### src/sv/etc1_pkg.sv
// Shared types, constants and helpers for the ETC1 block decoder.
// Used by the front, queue, back and top-level modules; depends on nothing.
package etc1_pkg;

	// Entries in the queue between front and back
	localparam int QDEPTH = 2;
	localparam int QPTR_W = (QDEPTH > 1) ? $clog2(QDEPTH) : 1;
	localparam int QCNT_W = $clog2(QDEPTH + 1);

	// Intensity modifiers, indexed by table selector and texel index
	localparam logic signed [8:0] MOD_TBL [8][4] = '{
		'{ 9'sd2,  9'sd8,   -9'sd2,  -9'sd8   },
		'{ 9'sd5,  9'sd17,  -9'sd5,  -9'sd17  },
		'{ 9'sd9,  9'sd29,  -9'sd9,  -9'sd29  },
		'{ 9'sd13, 9'sd42,  -9'sd13, -9'sd42  },
		'{ 9'sd18, 9'sd60,  -9'sd18, -9'sd60  },
		'{ 9'sd24, 9'sd80,  -9'sd24, -9'sd80  },
		'{ 9'sd33, 9'sd106, -9'sd33, -9'sd106 },
		'{ 9'sd47, 9'sd183, -9'sd47, -9'sd183 }
	};

	// Decoded block handed from front to back; channel 0 is red, 2 is blue
	typedef struct packed {
		logic [2:0][7:0] base0;
		logic [2:0][7:0] base1;
		logic [2:0]      sel0;
		logic [2:0]      sel1;
		logic            flip;
		logic [31:0]     idx_planes;
		logic [63:0]     alpha_nib;
	} blk_t;

	function automatic logic [7:0] expand4(input logic [3:0] n);
		expand4 = {n, n};
	endfunction

	// 5-to-8 expansion of a value that may have wrapped past 5 bits
	function automatic logic [7:0] expand5w(input logic [7:0] n);
		expand5w = {n[4:0], 3'b000} | {2'b00, n[7:2]};
	endfunction

endpackage

### src/sv/etc1_front.sv
// Front end: holds the alpha_present register, accepts blocks and decodes
// base colors, selectors and flip into a blk_t record. Depends on etc1_pkg.
module etc1_front (
	input  logic               clk,
	input  logic               arst_n,
	input  logic               cfg_we,
	input  logic               cfg_data,
	input  logic               start,
	input  logic               full,
	input  logic [63:0]        alpha_bits,
	input  logic [63:0]        color_bits,
	output logic               push,
	output etc1_pkg::blk_t     push_blk
);

	logic       alpha_present_q;
	logic [7:0] dsum [3];

	always_ff @(posedge clk or negedge arst_n) begin
		if (!arst_n) begin
			alpha_present_q <= 1'b0;
		end else if (cfg_we) begin
			alpha_present_q <= cfg_data;
		end
	end

	assign push = start & ~full;

	always_comb begin
		for (int c = 0; c < 3; c++) begin
			// base + signed delta, wrapped to 8 bits
			dsum[c] = {3'b000, color_bits[59-8*c +: 5]}
				+ {{5{color_bits[58-8*c]}}, color_bits[56-8*c +: 3]};
		end
	end

	always_comb begin
		push_blk = '0;
		for (int c = 0; c < 3; c++) begin
			if (color_bits[33]) begin
				push_blk.base0[c] = etc1_pkg::expand5w({3'b000, color_bits[59-8*c +: 5]});
				push_blk.base1[c] = etc1_pkg::expand5w(dsum[c]);
			end else begin
				push_blk.base0[c] = etc1_pkg::expand4(color_bits[60-8*c +: 4]);
				push_blk.base1[c] = etc1_pkg::expand4(color_bits[56-8*c +: 4]);
			end
		end
		push_blk.sel0       = color_bits[39:37];
		push_blk.sel1       = color_bits[36:34];
		push_blk.flip       = color_bits[32];
		push_blk.idx_planes = color_bits[31:0];
		// absent alpha: all-ones nibbles expand to 255
		push_blk.alpha_nib  = alpha_present_q ? alpha_bits : {64{1'b1}};
	end

endmodule

### src/sv/etc1_queue.sv
// Short queue of decoded blocks between front and back end.
// Depends on etc1_pkg for blk_t and the depth constants.
module etc1_queue (
	input  logic               clk,
	input  logic               arst_n,
	input  logic               push,
	input  etc1_pkg::blk_t     push_blk,
	input  logic               pop,
	output logic               full,
	output logic               head_valid,
	output etc1_pkg::blk_t     head_blk
);

	etc1_pkg::blk_t                      ent_q [etc1_pkg::QDEPTH];
	logic [etc1_pkg::QPTR_W-1:0]         wr_ptr_q;
	logic [etc1_pkg::QPTR_W-1:0]         rd_ptr_q;
	logic [etc1_pkg::QCNT_W-1:0]         cnt_q;
	logic                                do_pop;

	assign full       = (cnt_q == etc1_pkg::QCNT_W'(etc1_pkg::QDEPTH));
	assign head_valid = (cnt_q != '0);
	assign head_blk   = ent_q[rd_ptr_q];
	assign do_pop     = pop & head_valid;

	always_ff @(posedge clk) begin
		if (push) begin
			ent_q[wr_ptr_q] <= push_blk;
		end
	end

	always_ff @(posedge clk or negedge arst_n) begin
		if (!arst_n) begin
			wr_ptr_q <= '0;
			rd_ptr_q <= '0;
			cnt_q    <= '0;
		end else begin
			if (push) begin
				wr_ptr_q <= (wr_ptr_q == etc1_pkg::QPTR_W'(etc1_pkg::QDEPTH - 1))
					? '0 : wr_ptr_q + 1'b1;
			end
			if (do_pop) begin
				rd_ptr_q <= (rd_ptr_q == etc1_pkg::QPTR_W'(etc1_pkg::QDEPTH - 1))
					? '0 : rd_ptr_q + 1'b1;
			end
			case ({push, do_pop})
				2'b10:   cnt_q <= cnt_q + 1'b1;
				2'b01:   cnt_q <= cnt_q - 1'b1;
				default: cnt_q <= cnt_q;
			endcase
		end
	end

endmodule

### src/sv/etc1_back.sv
// Back end: walks the sixteen texels of a decoded block in column-major
// order and registers one RGBA beat per cycle. Depends on etc1_pkg.
module etc1_back (
	input  logic               clk,
	input  logic               arst_n,
	input  logic               head_valid,
	input  etc1_pkg::blk_t     head_blk,
	output logic               pop,
	output logic               texel_valid,
	output logic [7:0]         red,
	output logic [7:0]         green,
	output logic [7:0]         blue,
	output logic [7:0]         alpha,
	output logic [1:0]         texel_x,
	output logic [1:0]         texel_y,
	output logic               last_texel
);

	etc1_pkg::blk_t   blk_q;
	logic             active_q;
	logic [3:0]       cnt_q;

	logic [1:0]       idx;
	logic             half;
	logic [2:0]       sel;
	logic signed [8:0] modv;
	logic [2:0][7:0]  base;
	logic [2:0][7:0]  chan;
	logic signed [9:0] sum [3];
	logic [3:0]       anib;

	logic             valid_s1;
	logic [2:0][7:0]  chan_s1;
	logic [7:0]       alpha_s1;
	logic [3:0]       pos_s1;

	assign pop = head_valid & (~active_q | (cnt_q == 4'd15));

	always_ff @(posedge clk) begin
		if (pop) begin
			blk_q <= head_blk;
		end
	end

	always_ff @(posedge clk or negedge arst_n) begin
		if (!arst_n) begin
			active_q <= 1'b0;
			cnt_q    <= '0;
		end else begin
			active_q <= pop | (active_q & (cnt_q != 4'd15));
			if (pop) begin
				cnt_q <= '0;
			end else if (active_q) begin
				cnt_q <= cnt_q + 1'b1;
			end
		end
	end

	// texel i: x = i[3:2], y = i[1:0]
	always_comb begin
		idx  = {blk_q.idx_planes[{1'b1, cnt_q}], blk_q.idx_planes[{1'b0, cnt_q}]};
		half = blk_q.flip ? cnt_q[1] : cnt_q[3];
		sel  = half ? blk_q.sel1 : blk_q.sel0;
		base = half ? blk_q.base1 : blk_q.base0;
		modv = etc1_pkg::MOD_TBL[sel][idx];
		anib = blk_q.alpha_nib[{cnt_q, 2'b00} +: 4];
		for (int c = 0; c < 3; c++) begin
			sum[c] = $signed({2'b00, base[c]}) + $signed({modv[8], modv});
			if (sum[c][9]) begin
				chan[c] = 8'd0;
			end else if (sum[c][8]) begin
				chan[c] = 8'd255;
			end else begin
				chan[c] = sum[c][7:0];
			end
		end
	end

	always_ff @(posedge clk or negedge arst_n) begin
		if (!arst_n) begin
			valid_s1 <= 1'b0;
		end else begin
			valid_s1 <= active_q;
		end
	end

	always_ff @(posedge clk) begin
		if (active_q) begin
			chan_s1  <= chan;
			alpha_s1 <= etc1_pkg::expand4(anib);
			pos_s1   <= cnt_q;
		end
	end

	assign texel_valid = valid_s1;
	assign red         = chan_s1[0];
	assign green       = chan_s1[1];
	assign blue        = chan_s1[2];
	assign alpha       = alpha_s1;
	assign texel_x     = pos_s1[3:2];
	assign texel_y     = pos_s1[1:0];
	assign last_texel  = valid_s1 & (pos_s1 == 4'd15);

`ifndef NO_ASSERTIONS
	a_last_pos: assert property (@(posedge clk) disable iff (!arst_n)
		last_texel |-> (texel_x == 2'd3) && (texel_y == 2'd3))
		else $error("last texel not at corner");

	a_burst: assert property (@(posedge clk) disable iff (!arst_n)
		texel_valid && !last_texel |=> texel_valid)
		else $error("gap inside a block's texel burst");

	a_walk: assert property (@(posedge clk) disable iff (!arst_n)
		texel_valid && !last_texel |=> {texel_x, texel_y} == $past({texel_x, texel_y}) + 4'd1)
		else $error("texel walk skipped or repeated");

	a_pop_gap: assert property (@(posedge clk) disable iff (!arst_n)
		pop && active_q |-> cnt_q == 4'd15)
		else $error("block taken before current one finished");
`endif

endmodule

### src/sv/etc1_block_decoder.sv
// ETC1 block decoder. A block is taken when start is high and busy is low;
// it then leaves as sixteen texel beats, one per cycle, column-major, each
// marked by texel_valid for a single cycle with no way to hold it off. The
// back end's texel walk sets the rate at which blocks are taken. A block
// that finds the decoder empty passes the queue entry, the back end's
// block register and the texel output registers before its first beat.
// A two-block queue lets the next block be taken while the current one is
// still being emitted. Write alpha_present only while idle.
// Depends on etc1_pkg, etc1_front, etc1_queue and etc1_back.
module etc1_block_decoder (
	input  logic        clk,
	input  logic        arst_n,
	input  logic        cfg_we,
	input  logic        cfg_data,
	input  logic        start,
	output logic        busy,
	input  logic [63:0] alpha_bits,
	input  logic [63:0] color_bits,
	output logic        texel_valid,
	output logic [7:0]  red,
	output logic [7:0]  green,
	output logic [7:0]  blue,
	output logic [7:0]  alpha,
	output logic [1:0]  texel_x,
	output logic [1:0]  texel_y,
	output logic        last_texel
);

	logic            push;
	etc1_pkg::blk_t  push_blk;
	logic            full;
	logic            head_valid;
	etc1_pkg::blk_t  head_blk;
	logic            pop;

	assign busy = full;

	etc1_front u_front (
		.clk        (clk),
		.arst_n     (arst_n),
		.cfg_we     (cfg_we),
		.cfg_data   (cfg_data),
		.start      (start),
		.full       (full),
		.alpha_bits (alpha_bits),
		.color_bits (color_bits),
		.push       (push),
		.push_blk   (push_blk)
	);

	etc1_queue u_queue (
		.clk        (clk),
		.arst_n     (arst_n),
		.push       (push),
		.push_blk   (push_blk),
		.pop        (pop),
		.full       (full),
		.head_valid (head_valid),
		.head_blk   (head_blk)
	);

	etc1_back u_back (
		.clk         (clk),
		.arst_n      (arst_n),
		.head_valid  (head_valid),
		.head_blk    (head_blk),
		.pop         (pop),
		.texel_valid (texel_valid),
		.red         (red),
		.green       (green),
		.blue        (blue),
		.alpha       (alpha),
		.texel_x     (texel_x),
		.texel_y     (texel_y),
		.last_texel  (last_texel)
	);

endmodule

### config.mk
export PLATFORM = sky130hd
export DESIGN_NAME = etc1_block_decoder
export DESIGN_NICKNAME = d
export VERILOG_FILES = /design/src/sv/etc1_pkg.sv /design/src/sv/etc1_front.sv /design/src/sv/etc1_queue.sv /design/src/sv/etc1_back.sv /design/src/sv/etc1_block_decoder.sv
export SDC_FILE = /design/constraint.sdc
export NUM_CORES = 1
export LEC_CHECK = 0
export ABC_CLOCK_PERIOD_IN_PS = 10600
export BUFFER_PORTS_ARGS = -buffer_cell sky130_fd_sc_hd__buf_2
export CAP_MARGIN = 20
export CORE_MARGIN = 5
export CORE_UTILIZATION = 50
export DETAILED_ROUTE_END_ITERATION = 16
export GPL_ROUTABILITY_DRIVEN = 0
export PLACE_DENSITY_LB_ADDON = 0.1
export SLEW_MARGIN = 20
export SYNTH_ARGS = -nofsm -noshare
export SYNTH_HDL_FRONTEND = slang
export SYNTH_HIERARCHICAL = 1
export SYNTH_SLANG_ARGS = --single-unit
### constraint.sdc
create_clock -name clk -period 10.6 [get_ports clk]
set_input_delay 2.12 -clock clk [delete_from_list [all_inputs] [get_ports clk]]
set_output_delay 2.12 -clock clk [all_outputs]
set_load 0.02 [all_outputs]
==> impl_metrics.py <==
metrics = {
    "clock_tree": {
        "cts_buffers": 51,
        "post_cts_resize_count": 0,
        "h-tree-depth": 2,
        "cts_tree": "built",
        "clockBufferDepth": 3,
        "postCtsHoldBufs": 0,
        "cts_root_buffer": "clkbuf_16",
        "cts.clk_slew.worst_paths_ps": 60,
        "clock_sinks": 496,
        "clock_latency_ps": 580,
        "cts_setup_buffers": 0,
    },
    "logic_synthesis": {
        "synth.area.top_cells": "edfxtp_1 65%, mux2_2 5.4%, mux2_4 5.3%",
        "yosys.area.top_type_share_pct": 64.8,
        "synth_area_sq_mm": 0.0225,
        "yosysWarningCount": 6,
        "synthTopCellsByCount": "485 x edfxtp_1, 108 x mux2_2, 80 x mux2_4, 71 x nand2b_1, 55 x buf_4",
        "synth_area_per_cell_sq_um": 16.6,
        "yosysMostFrequentCell": "edfxtp_1",
        "async_flop_share_pct": 2.22,
        "synth_top_flop_cell": "edfxtp_1",
        "synth.largest_area_cell": "edfxtp_1",
        "synth_cells": 1349,
        "yosysUniqueCellTypes": 63,
        "ys_seq_area_share_pct": 66.1,
        "synth-edff-count": 485,
        "synth-seq-cells": 496,
        "syn_nets": 1540,
    },
    "critical_path": {
        "start_kind": "register",
        "arrival_ps": 6060,
        "crit_fanout": 28,
        "cp.required_ps": 10930,
        "crit_type": "register to register",
        "critPathCaptureType": "register",
    },
    "finish": {
        "seq_area_sq_mm": 0.0148,
        "multi_input_area_sq_mm": 0.00678,
        "num_antenna_cells": 0,
        "fillers": 3524,
        "drive_above_1_share_pct": 32.6,
        "layout.nets": 1670,
        "area_delta_synth_final_pct": 11.7,
    },
    "drt": {
        "dr.pass1.iters": 5,
        "drtIter0Drc": 823,
        "wirelength_um": 42800,
        "antenna_left": 0,
        "viasPerCell": 5.40,
        "num_vias": 11400,
        "drc": 0,
        "wl_per_cell_um": 20.3,
    },
    "sta": {
        "finClkSkew_ps": 19.5,
        "rsz0062_at_grt": "false",
        "fin_setup_tns_ps": 0,
        "holdWs_ps": 483,
        "relSlewSlack_pct": 32.3,
        "drv_slew": 0,
        "clock.fmax_mhz": 175,
        "setup_viol": 0,
        "period_share_pct": 54.0,
        "finalHoldViolCount": 0,
        "min_period_ps": 5730,
        "worst_pin_slew_ps": 1020,
    },
    "global_route": {
        "grt_use_total_pct": 17.2,
        "grt_max_degree": 153,
        "first_global_vias": 11700,
        "gr-total-overflow": 0,
        "grt_pass1_wl_um": 66800,
        "antenna_found_initial": 1,
    },
    "floorplanning": {
        "fp-row-count": 77,
        "die_h_um": 222,
        "core_sq_mm": 0.0443,
        "die_area_sq_mm": 0.0493,
        "initial_core_util_pct": 50.7,
        "die_w_um": 222,
        "ios": 172,
    },
    "power": {
        "power-per-cell-area_mw_per_mm2": 338,
        "ir_worst_vdd_v": 0.000192,
        "p_leak_nw": 9.03,
    },
    "placement": {
        "numPortBuffers": 171,
        "dp_hpwl_um": 27600,
    },
    "run_status": {
        "status": "finished clean",
    },
    "min_path": {
        "hold_class": "register to register",
    },
    "run": {
        "maxCapViolCount": 0,
    },
}
[cells in the final DEF (no fill, tap or decap), types with 7 or more instances in the layout]
master / n
o31a_1: 7
nand2_1: 32
xor2_1: 13
mux2_2: 108
mux4_2: 30
dfrtp_1: 8
a31oi_1: 11
nor2b_1: 10
edfxtp_1: 485
clkbuf_1: 12
a21o_1: 22
nor3_1: 15
buf_2: 171
clkinv_1: 14
buf_4: 12
o21ai_0: 27
o21a_1: 25
nor4_1: 7
or3_1: 9
a21oi_1: 28
clkbuf_16: 52
mux2i_1: 12
nand3_1: 9
ha_1: 52
xnor2_1: 22
inv_1: 35
nor2_1: 35
nand2b_1: 71
mux2_4: 80
[critical path, cell delays in order (launching register included)]
cell	delay, ps
dfrtp_1	640
mux2i_4	250
buf_4	420
mux2i_2	680
ha_1	400
nor2_1	170
a21oi_1	60
o21ai_0	580
ha_1	330
inv_1	70
fa_1	400
nor2b_1	240
and3_1	250
a22o_1	170
a211oi_2	60
o21ai_1	290
xnor2_1	220
o21a_1	240
[worst paths after layout]
kind	start	endpoint	slack, ps	depth (start not counted)
worst max-delay path	u_back/cnt_q[3]$_DFFE_PN0P_	u_back/red[3]$_SDFFCE_PP0P_	4870	17
worst min-delay path	u_queue/cnt_q[1]$_DFFE_PN0P_	u_queue/cnt_q[1]$_DFFE_PN0P_	480	1
worst max register to register	u_back/cnt_q[3]$_DFFE_PN0P_	u_back/red[3]$_SDFFCE_PP0P_	4870	17
worst min register to register	u_queue/cnt_q[1]$_DFFE_PN0P_	u_queue/cnt_q[1]$_DFFE_PN0P_	480	1
max in group asynchronous	arst_n	u_queue/rd_ptr_q$_DFFE_PN0P_	8930	1
min in group asynchronous	arst_n	u_front/alpha_present_q$_DFFE_PN0P_	1420	1
[cell families after synthesis]
kind of cell    Yosys count  synth area share (%)
flops                   496                  66.1
fa+ha+maj                58                  3.43
xor+xnor                 37                  1.51
simple gates            219                  5.48
mux                     232                  14.5
compound gates          164                  5.22
buf+inv                 143                  3.82
[power breakdown]
group	total (mW)	switching, mW	internal, mW
Clock	1.70	0.709	0.990
Sequential	3.01	0.161	2.85
Combinational	3.77	2.13	1.64
Total	8.47	3.00	5.47
[stage by stage]
| step | std cells | utilization (%) | total power, mW | instance area (sq um) | setup WS, ps |
|---|---|---|---|---|---|
| after floorplan | 1349 | - | 5.99 | 22500 | 1270 |
| after global placement | 2017 | 52.9 | 6.76 | 23500 | 4900 |
| final | 2111 | 56.6 | 8.47 | 25100 | 4870 |
| after CTS | 2110 | 56.5 | 8.55 | 25100 | 4720 |
| after global routing | 2111 | 56.6 | 8.98 | 25100 | 4590 |
| after detailed placement | 2017 | 52.9 | 6.80 | 23500 | 4770 |
[routing by layer]
| layer | track usage, % | part of all wire [%] | vias up |
|---|---|---|---|
| li1 | - | - | 5388 |
| met1 | 23.9 | 45 | 5707 |
| met2 | 28.3 | 49 | 248 |
| met3 | 3.02 | 4.4 | 49 |
| met4 | 5.01 | 2.0 | 0 |
| met5 | 0 | 0 | - |
[layout make-up]
type | count | share of cell area, %
tap | 592 | 2.95
sequential | 496 | 59.2
timing repair buffer | 185 | 3.96
clock inverter | 26 | 0.818
clock buffer | 67 | 5.53
inverter | 35 | 0.524
multi-input combinational | 710 | 27.0
[state kept, by name (all words and copies together), names as in the netlist]
name,cells
u_queue/ent_q,302
u_back/blk_q,151
u_back/blue,8
u_back/green,8
u_back/red,8
u_back/alpha,4
u_back/cnt_q,4
u_back/pos_s1,4
u_queue/cnt_q,2
u_back/active_q,1
u_back/texel_valid,1
u_front/alpha_present_q,1
u_queue/rd_ptr_q,1
u_queue/wr_ptr_q,1
No activity file was read; power rests on OpenSTA's default activity.
